==> config.mk <==
export PLATFORM = sky130hd
export DESIGN_NAME = value_to_rgba_colour_ramp_flat
export DESIGN_NICKNAME = d
export VERILOG_FILES = /design/src/hdl/vrcr_pkg.sv /design/src/hdl/vrcr_if.sv /design/src/hdl/value_to_rgba_colour_ramp.sv /design/src/hdl/vrcr_frac.sv /design/src/hdl/vrcr_divider.sv /design/src/hdl/vrcr_blend.sv /design/src/flat_wrapper.sv
export SDC_FILE = /design/constraint.sdc
export NUM_CORES = 2
export LEC_CHECK = 0
export ABC_AREA = 1
export BUFFER_PORTS_ARGS = -buffer_cell sky130_fd_sc_hd__buf_2
export CORE_MARGIN = 4
export CORE_UTILIZATION = 42
export CTS_BUF_LIST = sky130_fd_sc_hd__clkbuf_16
export DETAILED_ROUTE_END_ITERATION = 12
export PLACE_DENSITY = 0.65
export SETUP_SLACK_MARGIN = 0.5
export SLEW_MARGIN = 20
export SYNTH_ARGS = -nofsm -noshare
export SYNTH_HDL_FRONTEND = slang
export SYNTH_SLANG_ARGS = --single-unit
export TNS_END_PERCENT = 1
==> constraint.sdc <==
create_clock -name clk -period 9.9 [get_ports clk]
set_input_delay 1.98 -clock clk [delete_from_list [all_inputs] [get_ports clk]]
set_output_delay 1.98 -clock clk [all_outputs]
set_load 0.05 [all_outputs]
==> src/hdl/vrcr_pkg.sv <==
`default_nettype none
package vrcr_pkg;

  localparam int SAMPLE_W   = 32;
  localparam int SPAN_W     = 31;
  localparam int CH_W       = 8;
  localparam int COLOUR_W   = 32;
  localparam int CFG_IDX_W  = 3;
  localparam int CFG_DATA_W = 32;

  typedef enum logic [CFG_IDX_W-1:0] {
    REG_SCALE_LEFT   = 3'd0,
    REG_SCALE_SPAN   = 3'd1,
    REG_SCALE_MODE   = 3'd2,
    REG_LEFT_COLOUR  = 3'd3,
    REG_MID_COLOUR   = 3'd4,
    REG_RIGHT_COLOUR = 3'd5
  } cfg_reg_t;

  typedef enum logic {
    MODE_TWO_POINT   = 1'b0,
    MODE_THREE_POINT = 1'b1
  } mode_t;

  typedef enum logic [1:0] {
    CLS_ZERO = 2'd0,
    CLS_ONE  = 2'd1,
    CLS_DIV  = 2'd2
  } cls_t;

  typedef struct packed {
    logic [SAMPLE_W-1:0] scale_left;
    logic [SPAN_W-1:0]   scale_span;
    mode_t               scale_mode;
    logic [COLOUR_W-1:0] left_colour;
    logic [COLOUR_W-1:0] mid_colour;
    logic [COLOUR_W-1:0] right_colour;
  } cfg_t;

endpackage
`default_nettype wire

==> src/hdl/vrcr_if.sv <==
`default_nettype none
interface vrcr_sample_if;
  logic                          valid;
  logic                          ready;
  logic [vrcr_pkg::SAMPLE_W-1:0] sample_value;
  modport source (output valid, output sample_value, input ready);
  modport sink (input valid, input sample_value, output ready);
endinterface

interface vrcr_rgba_if;
  logic                      valid;
  logic                      ready;
  logic [vrcr_pkg::CH_W-1:0] red;
  logic [vrcr_pkg::CH_W-1:0] green;
  logic [vrcr_pkg::CH_W-1:0] blue;
  logic [vrcr_pkg::CH_W-1:0] alpha;
  modport source (output valid, output red, output green, output blue, output alpha,
                  input ready);
  modport sink (input valid, input red, input green, input blue, input alpha,
                output ready);
endinterface

interface vrcr_cfg_if;
  logic                            valid;
  logic                            ready;
  logic [vrcr_pkg::CFG_IDX_W-1:0]  index;
  logic [vrcr_pkg::CFG_DATA_W-1:0] data;
  modport source (output valid, output index, output data, input ready);
  modport sink (input valid, input index, input data, output ready);
endinterface
`default_nettype wire

==> src/hdl/value_to_rgba_colour_ramp.sv <==
// Maps a stream of signed Q16.16 samples to RGBA colours along a two-point
// or three-point linear ramp.
// The sample channel takes one word per cycle when ready is high, and the
// rgba channel returns one colour word for every sample word, in order.
// The config channel is always ready and writes data into the register at
// index; it should only be used while no sample is in flight.
// From sample acceptance to rgba valid, one stage forms and clamps the
// offset, one restoring divider stage per fraction bit produces the quotient,
// one stage picks the colour pair and weight, and one stage runs the
// per-channel multiply and round.
// One sample per cycle unless rgba stalls, as the divider is fully pipelined.
// Reset empties the pipeline and loads the default scale and colours.
// When the receiver stalls, each stage holds its word and bubbles ahead of it
// still fill, so the sample channel keeps accepting until the pipeline is full.
`default_nettype none
module value_to_rgba_colour_ramp #(
  parameter int FRAC_BITS = 16
) (
  input  wire logic   clk,
  input  wire logic   rst,
  vrcr_sample_if.sink sample,
  vrcr_rgba_if.source rgba,
  vrcr_cfg_if.sink    cfg
);

  vrcr_pkg::cfg_t              regs;
  logic                        f_valid;
  vrcr_pkg::cls_t              f_cls;
  logic [vrcr_pkg::SPAN_W-1:0] f_rem;
  logic                        f_ready;
  logic                        d_valid;
  vrcr_pkg::cls_t              d_cls;
  logic [FRAC_BITS-1:0]        d_quo;
  logic                        d_ready;

  assign cfg.ready = 1'b1;

  always_ff @(posedge clk) begin
    if (rst) begin
      regs.scale_left   <= '0;
      regs.scale_span   <= 31'd65536;
      regs.scale_mode   <= vrcr_pkg::MODE_TWO_POINT;
      regs.left_colour  <= 32'hFFFF_FFFF;
      regs.mid_colour   <= 32'h8080_80FF;
      regs.right_colour <= 32'h0000_FFFF;
    end else if (cfg.valid) begin
      case (vrcr_pkg::cfg_reg_t'(cfg.index))
        vrcr_pkg::REG_SCALE_LEFT:   regs.scale_left   <= cfg.data;
        vrcr_pkg::REG_SCALE_SPAN:   regs.scale_span   <= cfg.data[vrcr_pkg::SPAN_W-1:0];
        vrcr_pkg::REG_SCALE_MODE:   regs.scale_mode   <= vrcr_pkg::mode_t'(cfg.data[0]);
        vrcr_pkg::REG_LEFT_COLOUR:  regs.left_colour  <= cfg.data;
        vrcr_pkg::REG_MID_COLOUR:   regs.mid_colour   <= cfg.data;
        vrcr_pkg::REG_RIGHT_COLOUR: regs.right_colour <= cfg.data;
        default: ;
      endcase
    end
  end

  vrcr_frac u_frac (
    .clk       (clk),
    .rst       (rst),
    .sample    (sample),
    .cfg       (regs),
    .out_valid (f_valid),
    .out_cls   (f_cls),
    .out_rem   (f_rem),
    .out_ready (f_ready)
  );

  vrcr_divider #(
    .FRAC_BITS (FRAC_BITS)
  ) u_divider (
    .clk       (clk),
    .rst       (rst),
    .span      (regs.scale_span),
    .in_valid  (f_valid),
    .in_cls    (f_cls),
    .in_rem    (f_rem),
    .in_ready  (f_ready),
    .out_valid (d_valid),
    .out_cls   (d_cls),
    .out_quo   (d_quo),
    .out_ready (d_ready)
  );

  vrcr_blend #(
    .FRAC_BITS (FRAC_BITS)
  ) u_blend (
    .clk      (clk),
    .rst      (rst),
    .cfg      (regs),
    .in_valid (d_valid),
    .in_cls   (d_cls),
    .in_quo   (d_quo),
    .in_ready (d_ready),
    .rgba     (rgba)
  );

endmodule
`default_nettype wire

==> src/hdl/vrcr_frac.sv <==
`default_nettype none
module vrcr_frac (
  input  wire logic                          clk,
  input  wire logic                          rst,
  vrcr_sample_if.sink                        sample,
  input  wire vrcr_pkg::cfg_t                cfg,
  output logic                               out_valid,
  output vrcr_pkg::cls_t                     out_cls,
  output logic [vrcr_pkg::SPAN_W-1:0]        out_rem,
  input  wire logic                          out_ready
);

  logic [vrcr_pkg::SAMPLE_W:0] diff;
  logic                        at_zero;
  logic                        at_one;
  logic                        en;
  vrcr_pkg::cls_t              cls_next;
  logic [vrcr_pkg::SPAN_W-1:0] rem_next;

  assign diff = {sample.sample_value[vrcr_pkg::SAMPLE_W-1], sample.sample_value}
              - {cfg.scale_left[vrcr_pkg::SAMPLE_W-1], cfg.scale_left};
  assign at_zero = (cfg.scale_span == '0) || diff[vrcr_pkg::SAMPLE_W] || (diff == '0);
  assign at_one  = diff[vrcr_pkg::SAMPLE_W-1:0] >= {1'b0, cfg.scale_span};

  always_comb begin
    cls_next = vrcr_pkg::CLS_DIV;
    rem_next = diff[vrcr_pkg::SPAN_W-1:0];
    if (at_zero) begin
      cls_next = vrcr_pkg::CLS_ZERO;
      rem_next = '0;
    end else if (at_one) begin
      cls_next = vrcr_pkg::CLS_ONE;
      rem_next = '0;
    end
  end

  assign en = !out_valid || out_ready;
  assign sample.ready = en;

  always_ff @(posedge clk) begin
    if (rst) begin
      out_valid <= 1'b0;
    end else if (en) begin
      out_valid <= sample.valid;
    end
  end

  always_ff @(posedge clk) begin
    if (en) begin
      out_cls <= cls_next;
      out_rem <= rem_next;
    end
  end

  a_div_rem_nonzero: assert property (@(posedge clk) disable iff (rst)
    out_valid && (out_cls == vrcr_pkg::CLS_DIV) |-> out_rem != '0)
    else $error("divide word enters with a zero remainder");

  a_end_rem_zero: assert property (@(posedge clk) disable iff (rst)
    out_valid && (out_cls != vrcr_pkg::CLS_DIV) |-> out_rem == '0)
    else $error("clamped word carries a remainder");

endmodule
`default_nettype wire

==> src/hdl/vrcr_divider.sv <==
`default_nettype none
module vrcr_divider #(
  parameter int FRAC_BITS = 16
) (
  input  wire logic                          clk,
  input  wire logic                          rst,
  input  wire logic [vrcr_pkg::SPAN_W-1:0]   span,
  input  wire logic                          in_valid,
  input  wire vrcr_pkg::cls_t                in_cls,
  input  wire logic [vrcr_pkg::SPAN_W-1:0]   in_rem,
  output logic                               in_ready,
  output logic                               out_valid,
  output vrcr_pkg::cls_t                     out_cls,
  output logic [FRAC_BITS-1:0]               out_quo,
  input  wire logic                          out_ready
);

  logic                        v   [FRAC_BITS];
  logic                        en  [FRAC_BITS];
  vrcr_pkg::cls_t              cls [FRAC_BITS];
  logic [vrcr_pkg::SPAN_W-1:0] rem [FRAC_BITS];
  logic [FRAC_BITS-1:0]        quo [FRAC_BITS];

  for (genvar k = 0; k < FRAC_BITS; k++) begin : g_stage
    logic                        s_v;
    vrcr_pkg::cls_t              s_cls;
    logic [vrcr_pkg::SPAN_W-1:0] s_rem;
    logic [FRAC_BITS-1:0]        s_quo;
    logic                        s_rdy;
    logic [vrcr_pkg::SPAN_W:0]   twice;
    logic                        ge;
    logic                        vld;
    vrcr_pkg::cls_t              cls_q;
    logic [vrcr_pkg::SPAN_W-1:0] rem_q;
    logic [FRAC_BITS-1:0]        quo_q;

    if (k == 0) begin : g_first
      assign s_v   = in_valid;
      assign s_cls = in_cls;
      assign s_rem = in_rem;
      assign s_quo = '0;
    end else begin : g_rest
      assign s_v   = v[k-1];
      assign s_cls = cls[k-1];
      assign s_rem = rem[k-1];
      assign s_quo = quo[k-1];
    end

    if (k == FRAC_BITS - 1) begin : g_last
      assign s_rdy = out_ready;
    end else begin : g_mid
      assign s_rdy = en[k+1];
    end

    assign en[k] = !vld || s_rdy;
    assign twice = {s_rem, 1'b0};
    assign ge    = (s_cls == vrcr_pkg::CLS_DIV) && (twice >= {1'b0, span});

    always_ff @(posedge clk) begin
      if (rst) begin
        vld <= 1'b0;
      end else if (en[k]) begin
        vld <= s_v;
      end
    end

    always_ff @(posedge clk) begin
      if (en[k]) begin
        cls_q <= s_cls;
        quo_q <= {s_quo[FRAC_BITS-2:0], ge};
        if (ge) begin
          rem_q <= vrcr_pkg::SPAN_W'(twice - {1'b0, span});
        end else begin
          rem_q <= twice[vrcr_pkg::SPAN_W-1:0];
        end
      end
    end

    assign v[k]   = vld;
    assign cls[k] = cls_q;
    assign rem[k] = rem_q;
    assign quo[k] = quo_q;
  end

  assign in_ready  = en[0];
  assign out_valid = v[FRAC_BITS-1];
  assign out_cls   = cls[FRAC_BITS-1];
  assign out_quo   = quo[FRAC_BITS-1];

  a_clamped_no_quotient: assert property (@(posedge clk) disable iff (rst)
    out_valid && (out_cls != vrcr_pkg::CLS_DIV) |-> out_quo == '0)
    else $error("clamped word picked up quotient bits");

endmodule
`default_nettype wire

==> src/hdl/vrcr_blend.sv <==
`default_nettype none
module vrcr_blend #(
  parameter int FRAC_BITS = 16
) (
  input  wire logic               clk,
  input  wire logic               rst,
  input  wire vrcr_pkg::cfg_t     cfg,
  input  wire logic               in_valid,
  input  wire vrcr_pkg::cls_t     in_cls,
  input  wire logic [FRAC_BITS-1:0] in_quo,
  output logic                    in_ready,
  vrcr_rgba_if.source             rgba
);

  localparam int AW = FRAC_BITS + 9;
  localparam logic [FRAC_BITS:0] ONE  = {1'b1, {FRAC_BITS{1'b0}}};
  localparam logic [FRAC_BITS:0] HALF = {2'b01, {(FRAC_BITS-1){1'b0}}};

  logic [FRAC_BITS:0]            t;
  logic [FRAC_BITS:0]            t_off;
  logic [FRAC_BITS:0]            g_next;
  logic [vrcr_pkg::COLOUR_W-1:0] c0_next;
  logic [vrcr_pkg::COLOUR_W-1:0] c1_next;
  logic                          en1;
  logic                          en2;
  logic                          v1;
  logic [FRAC_BITS:0]            g;
  logic [vrcr_pkg::COLOUR_W-1:0] c0;
  logic [vrcr_pkg::COLOUR_W-1:0] c1;
  logic [vrcr_pkg::COLOUR_W-1:0] colour_next;
  logic                          v2;
  logic [vrcr_pkg::COLOUR_W-1:0] colour;

  always_comb begin
    case (in_cls)
      vrcr_pkg::CLS_ONE: t = ONE;
      vrcr_pkg::CLS_DIV: t = {1'b0, in_quo};
      default:           t = '0;
    endcase
  end

  assign t_off = t - HALF;

  always_comb begin
    g_next  = t;
    c0_next = cfg.left_colour;
    c1_next = cfg.right_colour;
    if (cfg.scale_mode == vrcr_pkg::MODE_THREE_POINT) begin
      if (t < HALF) begin
        g_next  = {t[FRAC_BITS-1:0], 1'b0};
        c1_next = cfg.mid_colour;
      end else begin
        g_next  = {t_off[FRAC_BITS-1:0], 1'b0};
        c0_next = cfg.mid_colour;
      end
    end
  end

  always_comb begin
    logic [AW-1:0] p0;
    logic [AW-1:0] p1;
    logic [AW-1:0] acc;
    colour_next = '0;
    for (int k = 0; k < 4; k++) begin
      p0  = {{(AW-vrcr_pkg::CH_W){1'b0}}, c0[vrcr_pkg::CH_W*k +: vrcr_pkg::CH_W]}
          * {{(AW-FRAC_BITS-1){1'b0}}, ONE - g};
      p1  = {{(AW-vrcr_pkg::CH_W){1'b0}}, c1[vrcr_pkg::CH_W*k +: vrcr_pkg::CH_W]}
          * {{(AW-FRAC_BITS-1){1'b0}}, g};
      acc = p0 + p1 + {{(AW-FRAC_BITS-1){1'b0}}, HALF};
      colour_next[vrcr_pkg::CH_W*k +: vrcr_pkg::CH_W] = acc[FRAC_BITS +: vrcr_pkg::CH_W];
    end
  end

  assign en2      = !v2 || rgba.ready;
  assign en1      = !v1 || en2;
  assign in_ready = en1;

  always_ff @(posedge clk) begin
    if (rst) begin
      v1 <= 1'b0;
      v2 <= 1'b0;
    end else begin
      if (en1) begin
        v1 <= in_valid;
      end
      if (en2) begin
        v2 <= v1;
      end
    end
  end

  always_ff @(posedge clk) begin
    if (en1) begin
      g  <= g_next;
      c0 <= c0_next;
      c1 <= c1_next;
    end
    if (en2) begin
      colour <= colour_next;
    end
  end

  assign rgba.valid = v2;
  assign rgba.red   = colour[31:24];
  assign rgba.green = colour[23:16];
  assign rgba.blue  = colour[15:8];
  assign rgba.alpha = colour[7:0];

  a_weight_in_range: assert property (@(posedge clk) disable iff (rst)
    v1 |-> g <= ONE)
    else $error("blend weight above one");

endmodule
`default_nettype wire
==> src/flat_wrapper.sv <==
// flat-port wrapper written by rule: the top's interface ports become plain ports
module value_to_rgba_colour_ramp_flat 
#(
  parameter int FRAC_BITS = 16
)
  (clk, rst, sample_valid, sample_sample_value, sample_ready, rgba_valid, rgba_red, rgba_green, rgba_blue, rgba_alpha, rgba_ready, cfg_valid, cfg_index, cfg_data, cfg_ready);
  vrcr_sample_if sample_i ();
  vrcr_rgba_if rgba_i ();
  vrcr_cfg_if cfg_i ();
  input  wire logic clk;
  input  wire logic rst;
  input wire logic [$bits(sample_i.valid)-1:0] sample_valid;
  input wire logic [$bits(sample_i.sample_value)-1:0] sample_sample_value;
  output wire logic [$bits(sample_i.ready)-1:0] sample_ready;
  output wire logic [$bits(rgba_i.valid)-1:0] rgba_valid;
  output wire logic [$bits(rgba_i.red)-1:0] rgba_red;
  output wire logic [$bits(rgba_i.green)-1:0] rgba_green;
  output wire logic [$bits(rgba_i.blue)-1:0] rgba_blue;
  output wire logic [$bits(rgba_i.alpha)-1:0] rgba_alpha;
  input wire logic [$bits(rgba_i.ready)-1:0] rgba_ready;
  input wire logic [$bits(cfg_i.valid)-1:0] cfg_valid;
  input wire logic [$bits(cfg_i.index)-1:0] cfg_index;
  input wire logic [$bits(cfg_i.data)-1:0] cfg_data;
  output wire logic [$bits(cfg_i.ready)-1:0] cfg_ready;
  assign sample_i.valid = sample_valid;
  assign sample_i.sample_value = sample_sample_value;
  assign sample_ready = sample_i.ready;
  assign rgba_valid = rgba_i.valid;
  assign rgba_red = rgba_i.red;
  assign rgba_green = rgba_i.green;
  assign rgba_blue = rgba_i.blue;
  assign rgba_alpha = rgba_i.alpha;
  assign rgba_i.ready = rgba_ready;
  assign cfg_i.valid = cfg_valid;
  assign cfg_i.index = cfg_index;
  assign cfg_i.data = cfg_data;
  assign cfg_ready = cfg_i.ready;
  value_to_rgba_colour_ramp #(.FRAC_BITS(FRAC_BITS)) u_core (.clk(clk), .rst(rst), .sample(sample_i), .rgba(rgba_i), .cfg(cfg_i));
endmodule
==> Word-level counts from Yosys, hierarchy flattened <==
Index checks and enable logic that the tools add are counted.
{ "word_totals": {"register_bits": 958, "output_inout_bits": 35} }
{ "op_classes": {"reduce_logical": 66, "n_mux": 23, "n_addsub": 26, "multipliers": 8, "magnitude_cmp": 18, "n_eq_ne": 23} }
{ "ops": {"columns": ["cell", "n"], "rows": [
  ["greater-or-equal comparator 32 x 31 -> 1 bit", 17],
  ["2-to-1 mux 31 bit", 15],
  ["subtractor 31 bit", 15],
  ["multiplier 8 x 17 -> 24 bit", 8],
  ["2-to-1 mux 32 bit", 4],
  ["adder 24 x 16 -> 24 bit, second input constant", 4],
  ["adder 24 bit", 4],
  ["equality test 2 bit, second input constant", 17],
  ["2-to-1 mux 17 bit", 2],
  ["one-hot mux 17 bit (2 select lines)", 1],
  ["zero test 33 bit", 1],
  ["subtractor 32 x 32 -> 33 bit", 1],
  ["zero test 31 bit", 1],
  ["logical OR 1 bit", 21],
  ["zero test 1 bit", 19],
  ["less-than comparator 17 x 16 -> 1 bit, second input constant", 1],
  ["subtractor 17 bit, first input constant", 1],
  ["logical AND 1 bit", 16],
  ["subtractor 16 bit, second input constant", 1],
  ["AND reduction 2 bit", 6],
  ["equality test 3 x 2 -> 1 bit, second input constant", 2],
  ["equality test 3 bit, second input constant", 2],
  ["equality test 3 x 1 -> 1 bit, second input constant", 1],
  ["zero test 3 bit", 1],
  ["other kinds (3)", 3]
]} }

==> Logic depth before layout (Yosys ltp) <==
{ "depth": {"depth_word": 20, "mapped_depth": 36} }

==> By module <==
A second synthesis with hierarchy kept.
{ "unflattened": {"hier_cells": 13906, "area_unflattened_um2": 106124.3} }
{ "modules_own_cells": {"columns": ["module", "seq_area_each_um2", "n_inst", "cells_per_inst", "area_each_um2"], "rows": [
  ["vrcr_divider", 19328.5, 1, 6917, 54244.5],
  ["vrcr_blend", 3433.3, 1, 5309, 40873.0],
  ["value_to_rgba_colour_ramp", 3203.1, 1, 856, 6109.6],
  ["vrcr_frac", 1011.0, 1, 824, 4897.2]
]} }

==> Least setup slack after synthesis <==
OpenSTA, ideal clock, no wires.
{ "synth_path": {"kind": "input to output", "startpoint": "input rgba_ready", "endpoint": "output sample_ready", "slack_ps": 359, "arrival_ps": 7561, "cell_stages": 12, "cell_sequence": "inv_1 -> nand2_2 -> nor2_4 -> nand2_2 -> nor2_2 -> nand4_2 -> nor2_4 -> nand4_2 -> nor2_2 -> nand4_2 -> nor2_2 -> nand4_2"} }
{ "synth_via": {"elab_chain_len": 19} }
{ "synth_lines": {"columns": ["element", "line", "rtl"], "rows": [
  ["from (decl)", "flat_wrapper.sv:20", "input wire logic [$bits(rgba_i.ready)-1:0] rgba_ready;"],
  ["logical OR 1 bit", "vrcr_blend.sv:74", "assign en2 = !v2 || rgba.ready;"],
  ["named net u_core.u_blend.en2", "vrcr_blend.sv:25", "logic en2;"],
  ["logical OR 1 bit", "vrcr_blend.sv:75", "assign en1 = !v1 || en2;"],
  ["logical OR 1 bit", "vrcr_divider.sv:55", "assign en[k] = !vld || s_rdy;"],
  ["named net u_core.u_divider.g_stage[14].s_rdy", "vrcr_divider.sv:29", "logic s_rdy;"],
  ["logical OR 1 bit (4 in a row)", "vrcr_divider.sv:55", null],
  ["named net u_core.u_divider.g_stage[10].s_rdy", "vrcr_divider.sv:29", null],
  ["logical OR 1 bit (4 in a row)", "vrcr_divider.sv:55", null],
  ["named net u_core.u_divider.g_stage[6].s_rdy", "vrcr_divider.sv:29", null],
  ["logical OR 1 bit (4 in a row)", "vrcr_divider.sv:55", null],
  ["named net u_core.u_divider.g_stage[2].s_rdy", "vrcr_divider.sv:29", null],
  ["logical OR 1 bit (3 in a row)", "vrcr_divider.sv:55", null],
  ["logical OR 1 bit", "vrcr_frac.sv:37", "assign en = !out_valid || out_ready;"],
  ["to (decl)", "flat_wrapper.sv:14", "output wire logic [$bits(sample_i.ready)-1:0] sample_ready;"]
]} }
The timed path passes the listed nets, and every way through them passes these cells.

==> Worst setup path after layout <==
{ "layout_path": {"startpoint": "register u_core.u_blend.g[1]", "endpoint": "register u_core.u_blend.colour[31] (netlist name) (data pin)"} }
{ "layout_via": {"elab_chain_len": 4, "word_cells_on_any_way": 5, "cone_classes": "add/sub (3); mul (2)"} }
{ "layout_lines": {"columns": ["element", "line", "rtl"], "rows": [
  ["from (decl)", "vrcr_blend.sv:27", "logic [FRAC_BITS:0] g;"],
  ["from (signal assigned)", "vrcr_blend.sv:94", "g <= g_next;"],
  ["subtractor 17 bit", "vrcr_blend.sv:66", "* {{(AW-FRAC_BITS-1){1'b0}}, ONE - g};"],
  ["multiplier 8 x 17 -> 24 bit", "vrcr_blend.sv:66", null],
  ["adder 24 bit *", "vrcr_blend.sv:69", "acc = p0 + p1 + {{(AW-FRAC_BITS-1){1'b0}}, HALF};"],
  ["adder 24 x 16 -> 24 bit *", "vrcr_blend.sv:69", null],
  ["named net u_core.u_blend.colour_next, one bit", "vrcr_blend.sv:30", "logic [vrcr_pkg::COLOUR_W-1:0] colour_next;"],
  ["to (signal assigned)", "vrcr_blend.sv:99", "colour <= colour_next;"],
  ["to (decl)", "vrcr_blend.sv:32", "logic [vrcr_pkg::COLOUR_W-1:0] colour;"]
]} }
Mark *: on every way through the listed nets, which the timed path passes. The rest lies on a longest branch.
A chain may end at the register's enable or synchronous reset.

==> results_dict.tcl <==
set metrics [dict create \
    synth-simple-area-share 0.178 \
    die-area_um2 243000 \
    clkSinkCount 958 \
    post-place-ws_ns 1.98 \
    crit_fanout 21 \
    fin_setup_tns_ns 0 \
    drt_first_pass_iters 6 \
    root_buffer "clkbuf_16" \
    synth_edf_count 779 \
    crit_family "adder cells" \
    power_mw 24.9 \
    placementRows 177 \
    status "completed" \
    synth.ff_latch_count 958 \
    relSlewSlack 0.216 \
    post-route-drc-count 0 \
    cp_common_cell "inv_1" \
    htree_levels 3 \
    synthMuxAreaShare 0 \
    hold_depth 0 \
    rr_worst_depth 33 \
    place.gp.congestion 0.942 \
    yosysTopAreaCellShare 0.237 \
    leakage_nw 55.4 \
    drive_gt1_frac 0.0430 \
    setup_slack_ns 1.81 \
    die_h_um 493 \
    max_cap_viol_count 0 \
    dr_total_vias 81700 \
    power_density_nw_per_um2 234 \
    hold_buffers 0 \
    ir_drop_v 0.000175 \
    hold_violations 0 \
    worstSetupEndpointType "flop" \
    cts_buffer_depth 3 \
    reg2reg_from "u_core.u_blend.g[1]$_DFFE_PP_" \
    syn_nets 14200 \
    yosysTopAreaCell "edfxtp_1" \
    yosys.area_share.adder 0.291 \
    grt_usage 0.248 \
    syn2layout_area_growth_pct 7.81 \
    start_util 0.424 \
    tightest_slew_ns 1.18 \
    r2r_slack_ns 1.81 \
    final-setup-viol-count 0 \
    yosysSeqAreaShare 0.273 \
    core_um2 233000 \
    dp_hpwl_um 233000 \
    numCtsBuffers 109 \
    min_period_ns 8.09 \
    netlist_top_cells_area "edfxtp_1 (24%), fa_1 (18%), ha_1 (11%)" \
    cpPeakStageDelay_ns 0.71 \
    critPathBufInv 11 \
    cp_slowest_cell "inv_1" \
    synthDistinctLibCells 60 \
    postCtsResizedCells 0 \
    synthCells 12400 \
    cp.arrival_ns 8.61 \
    netlist_area_um2 98900 \
    synth_compound_area_frac 0.109 \
    max_freq_ghz 0.124 \
    final_cell_mix "nand2_1 (2839), inv_1 (2418), fa_1 (888)" \
    antenna_found_initial 5 \
    numPortBuffers 105 \
    r2r_end "u_core.u_blend.colour[31]$_DFFE_PP_" \
    final_nets 14200 \
    synth_xor_area_frac 0.0420 \
    path_clk_slew_ns 0.06 \
    cts_setup_buffers 0 \
    avgRoutedWirePerCell_um 19.6 \
    finalClockSkew_ns 0.128 \
    ys_async_sr_fraction 0 \
    final_common_cell "nand2_1" \
    grt.overflow.total 0 \
    grt_pass1_wl_um 466000 \
    die_w_um 493 \
    clkLatencyLatePin_ns 0.80 \
    grt_max_degree 103 \
    timing_worst_setup_path_type "flop to flop" \
    cts_tree "done" \
    worstHoldStart "u_core.u_divider.g_stage[6].quo_q[1]$_DFFE_PP_" \
    startpoint_type "flop" \
    io_pins 107 \
    fin_hold_ws_ns 0.379 \
    min_delay_worst_endpoint "u_core.u_divider.g_stage[7].quo_q[2]$_DFFE_PP_" \
    synth.avg_cell_area_um2 7.99 \
    antenna_left 0 \
    critPathRequiredTime_ns 10.41 \
    rsz0062_at_grt "false" \
    postRouteWirelength_um 305000 \
    synth_top_flop_cell "edfxtp_1" \
    maxSlewViolCount 0 \
    yosys_warnings 0 \
    drt_iter0_markers 6267 \
    first_global_vias 79700 \
    viasPerCell 5.24 \
    synth_top_family_by_area "adder cells" \
    hp-class "flop to flop" \
    period_share 0.817 \
]
-- cells by family after synthesis --
family,after synthesis
buffers and inverters,2817
adders and majority gates,1763
AOI/OAI and AO/OA,1974
and+or+nand+nor,4384
DFF,958
other,1
xor gates and xnor gates,473
-- through the flow --
stage               instances   util  instance area [um^2]
floorplan               12400      -                 98900
global placement        15400  0.441                103000
detailed placement      15400  0.441                103000
CTS                     15600  0.457                107000
global route            15600  0.457                107000
finish                  15600  0.457                107000
-- per-layer routing --
| layer | up-vias | track usage | share of wire |
|---|---|---|---|
| li1 | 39200 | - | - |
| met1 | 38900 | 0.318 | 0.41 |
| met2 | 2875 | 0.412 | 0.46 |
| met3 | 698 | 0.0395 | 0.073 |
| met4 | 2 | 0.113 | 0.051 |
| met5 | - | 0 | 0.000036 |
-- cell usage after synthesis, types with 19 or more instances --
cell type	n
nand2_1	2843
inv_1	2432
nor2_1	889
fa_1	888
ha_1	875
o21ai_0	843
edfxtp_1	779
a21oi_1	720
nand3_1	366
clkbuf_1	288
xnor2_1	268
xor2_1	204
dfxtp_1	179
nor3_1	135
a21o_1	96
a31oi_1	92
nand4_1	58
buf_2	51
o21ai_1	41
o211ai_1	32
o21bai_1	31
a21boi_0	29
nor4_1	29
a221oi_1	23
o21a_1	19
-- worst max-delay path by stage --
| stage | start | slack [ns] | cells after the start | endpoint |
|---|---|---|---|---|
| floorplan | rgba_ready | 0.65 | 12 | sample_ready |
| global placement | u_core.u_blend.g[1]$_DFFE_PP_ | 2.06 | 33 | u_core.u_blend.colour[31]$_DFFE_PP_ |
| detailed placement | u_core.u_blend.g[1]$_DFFE_PP_ | 1.98 | 33 | u_core.u_blend.colour[31]$_DFFE_PP_ |
| CTS | u_core.u_blend.g[1]$_DFFE_PP_ | 1.95 | 33 | u_core.u_blend.colour[31]$_DFFE_PP_ |
| global route | u_core.u_blend.g[1]$_DFFE_PP_ | 1.30 | 33 | u_core.u_blend.colour[31]$_DFFE_PP_ |
| finish | u_core.u_blend.g[1]$_DFFE_PP_ | 1.81 | 33 | u_core.u_blend.colour[31]$_DFFE_PP_ |
-- state kept, by name, indices dropped and copies added, names as in the netlist, 10 cells and up --
register,flops
u_core.u_blend.g,17
u_core.u_blend.c1,32
u_core.u_divider.g_stage.s_rem,31
u_core.u_divider.g_stage.quo_q,110
u_core.u_frac.out_rem,31
u_core.u_divider.g_stage.s_quo,10
u_core.u_divider.g_stage.rem_q,434
u_core.u_blend.c0,32
u_core.u_divider.g_stage.cls_q,28
u_core.u_divider.out_quo,16
u_core.regs,160
u_core.u_blend.colour,32
u_core.u_divider.g_stage.vld,14
-- power by group --
group / internal, mW / switching (mW) / total, mW
registers: 5.42 / 0.622 / 6.04
logic: 5.39 / 9.36 / 14.7
clock network: 2.30 / 1.85 / 4.16
total: 13.1 / 11.8 / 24.9
-- worst register-to-register path: cells and delay by family (launching register included) --
kind	cells	cell delay, ns
and+or+nand+nor	12	1.76
DFF	1	0.39
buffers and inverters	11	1.77
adders and majority gates	8	3.61
xor gates and xnor gates	2	0.32
-- area by class of cell --
cell class | count | area [um^2]
multi-input cells | 8595 | 61300
repair buffers | 240 | 1540
flip-flops and latches | 958 | 27000
diodes | 6 | 15.0
clock buffers | 112 | 2800
inverters | 2452 | 9210
fillers | 23300 | 127000
clock inverters | 95 | 885
well taps | 3132 | 3920
Note: power is estimated with default switching activity, not from simulation.
